**config.mk**
```make
export PLATFORM = sky130hd
export DESIGN_NAME = lot_rank_store
export DESIGN_NICKNAME = d
export VERILOG_FILES = /design/src/sv/lot_pkg.sv /design/src/sv/lot_rank_store.sv
export SDC_FILE = /design/constraint.sdc
export NUM_CORES = 2
export LEC_CHECK = 0
export CORE_ASPECT_RATIO = 1.25
export CORE_MARGIN = 2
export CORE_UTILIZATION = 35
export CTS_CLUSTER_SIZE = 10
export DETAILED_ROUTE_END_ITERATION = 7
export DONT_BUFFER_PORTS = 1
export SKIP_CTS_REPAIR_TIMING = 1
export SYNTH_ARGS = -nofsm -noshare
export SYNTH_HDL_FRONTEND = slang
export SYNTH_SLANG_ARGS = --single-unit
```
**constraint.sdc**
```tcl
create_clock -name clk -period 10.65 [get_ports clk]
set_input_delay 0.5325 -clock clk [delete_from_list [all_inputs] [get_ports clk]]
set_output_delay 0.5325 -clock clk [all_outputs]
set_load 0.02 [all_outputs]
```
**src/sv/lot_pkg.sv**
```systemverilog
`default_nettype none

package lot_pkg;

    localparam int DEF_MAX_LAYERS = 256;

    // widths of the stream payloads
    localparam int KIND_W = 2;
    localparam int IN_W   = 24;
    localparam int OUT_W  = 32;

    // operation codes carried in s_tuser
    localparam logic [KIND_W-1:0] KIND_ALLOC = 2'd0;
    localparam logic [KIND_W-1:0] KIND_SET   = 2'd1;
    localparam logic [KIND_W-1:0] KIND_FREE  = 2'd2;

    // broadcast controls for the row of rank cells
    typedef struct packed {
        logic shift_en;
        logic from_lower;
        logic place_en;
        logic lane_load;
        logic lane_shift;
        logic toward_high;
    } cell_ctrl_t;

endpackage

`default_nettype wire

```
**src/sv/lot_rank_store.sv**
```systemverilog
`default_nettype none

module lot_rank_store #(
    parameter int MAX_LAYERS = lot_pkg::DEF_MAX_LAYERS
) (
    input  logic                                 clk,
    input  logic                                 rst_n,
    input  logic                                 we,
    input  logic [$clog2(MAX_LAYERS)-1:0]        waddr,
    input  logic signed [$clog2(MAX_LAYERS):0]   wdata,
    input  logic [$clog2(MAX_LAYERS)-1:0]        raddr,
    output logic signed [$clog2(MAX_LAYERS):0]   rdata,
    output logic                                 ready
);

    import lot_pkg::*;

    localparam int IDX_W  = $clog2(MAX_LAYERS);
    localparam int RANK_W = IDX_W + 1;
    localparam logic [IDX_W-1:0] LAST_IDX = IDX_W'(MAX_LAYERS - 1);

    logic signed [RANK_W-1:0] mem [MAX_LAYERS];
    logic signed [RANK_W-1:0] rdata_reg;
    logic [IDX_W-1:0]         clr_idx_reg;
    logic                     clr_busy_reg;

    // after reset every layer slot is swept to hidden
    always_ff @(posedge clk or negedge rst_n)
    begin
        if (!rst_n)
        begin
            clr_idx_reg  <= '0;
            clr_busy_reg <= 1'b1;
        end
        else if (clr_busy_reg)
        begin
            clr_idx_reg <= clr_idx_reg + 1'b1;
            if (clr_idx_reg == LAST_IDX)
            begin
                clr_busy_reg <= 1'b0;
            end
        end
    end

    always_ff @(posedge clk)
    begin
        if (clr_busy_reg)
        begin
            mem[clr_idx_reg] <= '1;
        end
        else if (we)
        begin
            mem[waddr] <= wdata;
        end
        rdata_reg <= mem[raddr];
    end

    assign rdata = rdata_reg;
    assign ready = !clr_busy_reg;

endmodule

`default_nettype wire

```
==> run_results.csv <==
group,metric,value,unit
synthesis,yosysTopAreaCell,"edfxtp_1",
detailed_routing,vias,43300,
cts,cts_root_buf,"clkbuf_16",
job,maxCapViolCount,0,
detailed_routing,dr.pass1.iters,5,
synthesis,synth_seq_cells,2322,
power,powerDensity,189,nW/um^2
detailed_routing,vias_per_cell,5.59,
synthesis,netlist.area_leader.share,76.9,%
critical_path,crit_type,"in -> reg",
die,fp.dieH,571,um
worst_hold_path,hold_class,"in -> async",
critical_path,rr_startpoint,"clr_busy_reg$_DFF_PN1_",
timing,fin_crit_sh,43.7,%
status,status,"finished with violations",
detailed_routing,drt-total-wl,229,mm
final_layout,final_cell_mix,"edfxtp_1 (2304), mux4_2 (477), clkbuf_16 (280)",
synthesis,synth_ff_type,"edfxtp_1",
timing,maxSlewViolCount,239,
placed_design,dpl_worst_slack,6.12,ns
final_layout,largest_register_ffs,2304,
detailed_routing,wire_per_inst,29.6,um
die,coreArea,256000,um^2
timing,fin_worst_skew,0.0487,ns
critical_path,reg2reg_slack,6.42,ns
final_layout,final_common_cell,"edfxtp_1",
timing,setup_ws,6.00,ns
final_layout,syn_to_final_growth,11.8,%
synthesis,syn-num-nets,4262,
synthesis,netlist_top_cells_area,"edfxtp_1 (77%), mux4_2 (12%), mux2i_1 (1.8%), a22oi_1 (1.5%), nor2_1 (1.1%)",
cts,cts_buffer_depth,4,
grt,antenna_found_initial,14,
synthesis,syn_area,90000,um^2
timing,finalSetupTns,0,ns
cts,cts_tree,"yes",
critical_path,worst_setup_path_start_kind,"input pin",
cts,clk_latency,0.83,ns
critical_path,arrival,5.28,ns
timing,setup_violations,0,
detailed_routing,drt_first_iter_violations,4678,
detailed_routing,drc,0,
critical_path,crit_fanout,536,
timing,hold_viol,0,
grt,grt_first_pass_wirelength,328,mm
synthesis,synth_edf_count,2304,
critical_path,critical_path_required,11.27,ns
placed_design,io_buffers,0,
critical_path,rr_worst_depth,5,
timing,fmax,215,MHz
cts,numCtsBuffers,274,
synthesis,postSynthAreaPerCell,21.3,um^2
grt,grt_pass1_vias,44400,
die,std_cell_rows,208,
die,initial_core_util,35.1,%
cts,clkTransAtPathRegs,0.06,ns
grt,grt_max_degree,623,
timing,rsz0062_at_grt,"false",
power,ir_drop,0.105,mV
placed_design,gp_congestion,0.819,
die,io_pins,38,
detailed_routing,antenna_left,0,
status,violations,"slew limit",
grt,gr-total-overflow,0,
grt,track_usage,17.3,%
synthesis,synthArstFlopShare,0.388,%
final_layout,nets,4351,
synthesis,syn-instance-count,4233,
cts,cts.sinks,2322,
timing,fin_crit,4.65,ns
die,die_x,457,um
cts,cts_max_level,5,
synthesis,synthDistinctLibCells,68,
timing,relSlewSlack,-33.9,%
die,die_area,261000,um^2
power,leakage,31.7,nW
synthesis,yosysWarnings,0,
critical_path,worstReg2RegEnd,"mem[214][2]$_DFFE_PP_",
placed_design,dp_hpwl,134,mm
final_layout,layout-drive-gt1-share,20.4,%
synthesis,yosysSeqAreaShare,77.4,%
timing,tightest_slew,2.01,ns
critical_path,endpoint_kind,"flop",
final cells by class:
| type | count | area, um^2 |
|---|---|---|
| Tap cell | 3360 | 4200 |
| Antenna cell | 2 | 5.00 |
| Sequential cell | 2322 | 69600 |
| Clock buffer | 330 | 7190 |
| Inverter | 6 | 22.5 |
| Fill cell | 22400 | 156000 |
| Multi-Input combinational cell | 1646 | 18800 |
| Timing Repair Buffer | 72 | 556 |
| Clock inverter | 18 | 253 |
report_power, final:
part	switching [W]	internal, W	leakage [nW]	total [W]
Combinational	0.000451	0.000277	5.99	0.000728
Sequential	0.0000287	0.0101	22.1	0.0101
Clock	0.00343	0.00472	3.62	0.00815
Yosys cell counts, types with 20 or more instances:
| library cell | count |
|---|---|
| buf_6 | 22 |
| mux4_2 | 477 |
| nand2b_1 | 23 |
| buf_12 | 20 |
| buf_4 | 29 |
| o22ai_1 | 51 |
| nand3_1 | 31 |
| buf_2 | 73 |
| a22oi_1 | 182 |
| nor2_1 | 269 |
| a21oi_1 | 118 |
| clkbuf_1 | 95 |
| edfxtp_1 | 2304 |
| nor3_1 | 36 |
| mux2i_1 | 165 |
| o221ai_1 | 46 |
| nand2_1 | 55 |
| nor4_1 | 28 |
critical path: stages:
cell	delay, ns
nand3_1	1.21
o22ai_1	0.16
nor4_1	0.80
o22ai_1	0.33
nor3_1	1.08
nor4_1	0.25
how the worst max path moves through the flow:
stage | startpoint | cells after the start | endpoint
6_report | raddr[1] | 6 | rdata[7]$_DFF_P_
4_1_cts | clr_busy_reg$_DFF_PN1_ | 5 | mem[119][4]$_DFFE_PP_
3_3_place_gp | raddr[0] | 6 | rdata[6]$_DFF_P_
5_1_grt | clr_busy_reg$_DFF_PN1_ | 5 | mem[23][4]$_DFFE_PP_
2_1_floorplan | clr_busy_reg$_DFF_PN1_ | 5 | mem[0][0]$_DFFE_PP_
3_5_place_dp | raddr[0] | 6 | rdata[7]$_DFF_P_
metrics by stage:
step | total power (W) | util [%] | area (um^2) | cells | hold WS [ns]
after floorplan | 0.0109 | - | 90000 | 4233 | 0.237
after global placement | 0.0110 | 36.3 | 93100 | 7405 | 0.239
after detailed placement | 0.0110 | 36.3 | 93100 | 7405 | 0.239
after CTS | 0.0191 | 39.2 | 101000 | 7753 | -0.648
after global routing | 0.0194 | 39.2 | 101000 | 7755 | 0.122
final | 0.0190 | 39.2 | 101000 | 7756 | 0.115
routing by layer:
layer / GRT usage (%) / share of wire (%) / vias to the layer above
met2: 28.6 / 49 / 1861
met3: 3.61 / 7.7 / 458
met5: 0 / 0.051 / -
li1: - / - / 17800
met1: 22.1 / 38 / 23100
met4: 7.38 / 4.5 / 20
cell families after synthesis:
kind of cell               after synthesis  synth area share, %
DFF                                   2322                 77.4
muxes                                  663                 14.4
and+or+nand+nor                        494                 2.51
AOI/OAI and AO/OA                      481                 3.71
buffers and inverters                  265                 1.99
xor gates and xnor gates                 7               0.0681
adders and majority gates                1               0.0139
Power figures use the tool's default switching activity.
