$ cat src/sv/lot_pkg.sv
`default_nettype none

package lot_pkg;

    localparam int DEF_MAX_LAYERS = 256;

    // widths of the stream payloads
    localparam int KIND_W = 2;
    localparam int IN_W   = 24;
    localparam int OUT_W  = 32;

    // operation codes carried in s_tuser
    localparam logic [KIND_W-1:0] KIND_ALLOC = 2'd0;
    localparam logic [KIND_W-1:0] KIND_SET   = 2'd1;
    localparam logic [KIND_W-1:0] KIND_FREE  = 2'd2;

    // broadcast controls for the row of rank cells
    typedef struct packed {
        logic shift_en;
        logic from_lower;
        logic place_en;
        logic lane_load;
        logic lane_shift;
        logic toward_high;
    } cell_ctrl_t;

endpackage

`default_nettype wire

$ cat src/sv/lot_rank_cell.sv
`default_nettype none

module lot_rank_cell #(
    parameter int MAX_LAYERS = lot_pkg::DEF_MAX_LAYERS,
    parameter int IDX        = 0
) (
    input  logic                              clk,
    input  logic                              rst_n,
    input  lot_pkg::cell_ctrl_t               ctrl,
    input  logic [$clog2(MAX_LAYERS)-1:0]     lo,
    input  logic [$clog2(MAX_LAYERS)-1:0]     hi,
    input  logic [$clog2(MAX_LAYERS)-1:0]     place_rank,
    input  logic [$clog2(MAX_LAYERS)-1:0]     place_id,
    input  logic [$clog2(MAX_LAYERS)-1:0]     lower_id,
    input  logic [$clog2(MAX_LAYERS)-1:0]     upper_id,
    input  logic                              lower_lane_valid,
    input  logic [$clog2(MAX_LAYERS)-1:0]     lower_lane_id,
    input  logic                              upper_lane_valid,
    input  logic [$clog2(MAX_LAYERS)-1:0]     upper_lane_id,
    output logic [$clog2(MAX_LAYERS)-1:0]     cell_id,
    output logic                              lane_valid,
    output logic [$clog2(MAX_LAYERS)-1:0]     lane_id
);

    import lot_pkg::*;

    localparam int IDX_W = $clog2(MAX_LAYERS);
    localparam logic [IDX_W-1:0] MY_RANK = IDX_W'(IDX);

    logic [IDX_W-1:0] id_reg;
    logic [IDX_W-1:0] id_next;
    logic             lane_valid_reg;
    logic [IDX_W-1:0] lane_id_reg;
    logic             in_range;

    assign in_range = (MY_RANK >= lo) && (MY_RANK <= hi);

    always_comb
    begin
        id_next = id_reg;
        priority if (ctrl.place_en && (MY_RANK == place_rank))
        begin
            id_next = place_id;
        end
        else if (ctrl.shift_en && in_range)
        begin
            id_next = ctrl.from_lower ? lower_id : upper_id;
        end
        else
        begin
            id_next = id_reg;
        end
    end

    // rank slot contents are undefined until written
    always_ff @(posedge clk)
    begin
        id_reg <= id_next;
    end

    // drain lane: a copy of the moved entries that walks to one end of the row
    always_ff @(posedge clk or negedge rst_n)
    begin
        if (!rst_n)
        begin
            lane_valid_reg <= 1'b0;
        end
        else if (ctrl.lane_load)
        begin
            lane_valid_reg <= ctrl.shift_en && in_range;
        end
        else if (ctrl.lane_shift)
        begin
            lane_valid_reg <= ctrl.toward_high ? lower_lane_valid : upper_lane_valid;
        end
    end

    always_ff @(posedge clk)
    begin
        if (ctrl.lane_load)
        begin
            lane_id_reg <= id_next;
        end
        else if (ctrl.lane_shift)
        begin
            lane_id_reg <= ctrl.toward_high ? lower_lane_id : upper_lane_id;
        end
    end

    assign cell_id    = id_reg;
    assign lane_valid = lane_valid_reg;
    assign lane_id    = lane_id_reg;

endmodule

`default_nettype wire

$ cat config.mk
export PLATFORM = sky130hd
export DESIGN_NAME = lot_rank_cell
export DESIGN_NICKNAME = d
export VERILOG_FILES = /design/src/sv/lot_pkg.sv /design/src/sv/lot_rank_cell.sv
export SDC_FILE = /design/constraint.sdc
export NUM_CORES = 1
export LEC_CHECK = 0
export BUFFER_PORTS_ARGS = -buffer_cell sky130_fd_sc_hd__buf_2
export CORE_MARGIN = 3
export CORE_UTILIZATION = 25
export DETAILED_ROUTE_END_ITERATION = 12
export GPL_ROUTABILITY_DRIVEN = 0
export MAX_ROUTING_LAYER = met4
export PLACE_DENSITY = 0.64
export RECOVER_POWER = 25
export SLEW_MARGIN = 20
export SYNTH_ARGS = -nofsm -noshare
export SYNTH_HDL_FRONTEND = slang
export SYNTH_SLANG_ARGS = --single-unit
$ cat constraint.sdc
create_clock -name clk -period 1.65 [get_ports clk]
set_input_delay 0.165 -clock clk [delete_from_list [all_inputs] [get_ports clk]]
set_output_delay 0.165 -clock clk [all_outputs]
set_load 0.03 [all_outputs]
==> results.md <==
* Highest-delay cell along the critical path: nor4_4
* Synth area leader: edfxtp_1
* # diodes at 0
* Final setup margin at 0.346 ns
* TritonCTS clock tree: done
* Largest net degree at the start of global routing at 20
* Post-Syn Area at 0.00105 mm²
* R2R Setup Slk at 0.63 ns
* Crit path arrival time at 1.39 ns
* Most frequent cell after synthesis: nand2_1
* CP Launch Point: lo[7]
* Slew headroom at about 60%
* Post-detailed-route count of antenna-violating nets at 0
* Worst VDD drop at 462 µV
* Fin crit period at 1.30 ns
* Post-synthesis sequential area ratio at 40.6%
* Hold Path Class: in -> reg
* CP delay by family, top: compound AO/OA/AOI/OAI gates
* Via density at 4.83
* IO Pins at 91
* Clock sink count at 17
* Most common cell on crit path: a31oi_1
* Critical path cell sequence: buf_2 > nor4_4 > buf_4 > a31oi_1 > a211o_1 > a31oi_1
* Main synth FF type: edfxtp_1
* Drt drc at 0
* Initial Util at 27.2%
* # setup viols final at 0
* Async S/R FF share, synth at between 5 and 6%
* CP startpoint kind: input port
* Post-synth cell types at 24
* GRT overflow at 0
* Synth Register Bits at 17
* Worst-Margin Slew at between 0.6 and 0.7 ns
* Post-synth EDFFs at 8
* HPWL Detailed at ~2.6 mm
* Share of cells above drive strength 1 at 54.1%
* Storage cell area at around 430 µm²
* Clk_lat worst skew at 0.25 ns
* GRT Resource Usage Total at 12.1%
* Setup_tns at 0 ns
* CP max stage delay at 0.33 ns
* PwrDens at 760 mW/mm²
* Buf+Inv Stages, Crit Path at 2
* Fillers at 418
* Syn Inst Count at between 100 and 150
* Root Driver: clkbuf_8
* Initial antenna violation count at 0
* CTS buffer count at 3
* Share of the synthesized area in the top cell type at between 20% and 30%
* DR WL/cell at 13.1 µm
* Max-cap violations at 0
* Net count, final at between 200 and 300
* Status: complete, no violations
* Post-Route WL at 3.05 mm
* Setup bufs post-CTS at 0
* Stages on the worst setup path at 6
* Period utilization at 79.0%
* Fmax at 767 MHz
* Clk_skew at 0.000397 ns
* RSZ-0062 raised after global routing: no
* First-pass GRT wire length at around 4.8 mm
* Worst hold start: place_id[1]
* Core area at 0.00385 mm²
* Most frequent cells after synthesis: nand2_1 (17), a31oi_1 (16), mux2i_1 (9)
* Syn Nets at about 180
* Via count at 1125
* Top cells by area, synth: edfxtp_1 (23%), dfxtp_1 (15%), a31oi_1 (9.6%)
* Worst endpoint required time at 1.73 ns
* Chip height at 70.7 µm
* Die W at 70.7 µm
* H-tree depth at 1
* Clock tree buffer depth at 2
* Setup crit end kind: register
* Kind of critical path: in -> reg
* Num rows at 22
* Reg-to-reg endpoint: lane_id[0]$_DFFE_PP_
* 1st-iter DRT viols at 51
* Syn. warnings at 0
* Highest net fanout along the worst path at 6
* DIE AREA at 0.00500 mm²
* P_leak at 0.769 nW
* Synthesized area per cell at roughly 10 µm²
* Area delta synth->final at 46.5%
* Worst r2r path cells at 3
* Setup crit end: lane_id[0]$_DFFE_PP_
* Max-slew violation count at 0
* Dpl ws at 0.113 ns
* Port bufs at 82
* First drt pass iteration count at 5
* Vias in the first global route at 1092
* Multi-input gate area at 542 µm²
* R2r startpoint: cell_id[0]$_DFF_P_
* Final Hold Viols at 0
* Clock-pin slew on the worst setup and hold paths at approximately 0.070 ns
## per-layer routing
layer	vias up	track usage [%]	wire, µm
li1	561	-	-
met1	535	12.8	1180
met2	29	23.0	1700
met3	0	3.55	170
met4	0	0.626	0
met5	-	-	0
## metrics by stage
step	total power [W]	instance area, µm²	utilization, %	hold WS (ns)	instances
finish	0.00117	1530	39.8	0.126	233
global route	0.00123	1530	39.8	0.139	233
CTS	0.00118	1540	39.9	0.125	233
detailed placement	0.000876	1480	38.4	-0.0560	228
global placement	0.000873	1480	38.4	-0.0599	228
floorplan	0.000738	1050	-	-0.131	102
## what timing repair did
action | CTS | global route
hold endpoints to repair | 1 | 0
hold buffers | 1 | 0
resized for setup | 0 | 0
## logic make-up (layout without fill, tap and decap cells)
family,Yosys count,in the layout,synth area share [%]
DFF,17,17,40.6
buffers and inverters,8,91,7.65
muxes,9,9,8.60
and+or+nand+nor,34,34,20.1
AOI/OAI and AO/OA,34,34,23.1
## cell usage in the layout (no fill, tap or decap), types with 2 or more instances in the layout
cell type / count
a211o_1: 7
a211oi_1: 8
a31oi_1: 16
and2b_2: 7
buf_2: 79
buf_4: 3
clkbuf_1: 2
clkbuf_8: 3
dfxtp_1: 8
edfxtp_1: 8
mux2i_1: 9
nand2_1: 17
nor2b_1: 2
o21ai_0: 2
## how the worst min path moves through the flow
stage               cells after the start                     end  slack, ns
finish                                  3      cell_id[1]$_DFF_P_       0.13
global route                            3      cell_id[1]$_DFF_P_       0.14
CTS                                     3      cell_id[4]$_DFF_P_       0.13
detailed placement                      1  lane_valid$_DFFE_PN0P_      -0.06
global placement                        1  lane_valid$_DFFE_PN0P_      -0.06
floorplan                               0  lane_valid$_DFFE_PN0P_      -0.13
## worst reg2reg max path, stage by stage, from the launching register on
cell	delay (ns)
dfxtp_1	0.33
a31oi_1	0.04
a211o_1	0.28
a31oi_1	0.20
## where the power goes
part	internal, W	switching [W]
Sequential	0.000493	0.0000175
Combinational	0.000151	0.000200
Clock	0.000167	0.000137
## area by class of cell
type	instances	share of cell area, %
Multi-Input combinational cell	77	35.3
Timing Repair Buffer	87	30.0
Sequential cell	17	27.7
Tap cell	48	3.92
Clock buffer	3	2.69
Clock inverter	1	0.326
(Power assumes the default switching activity.)
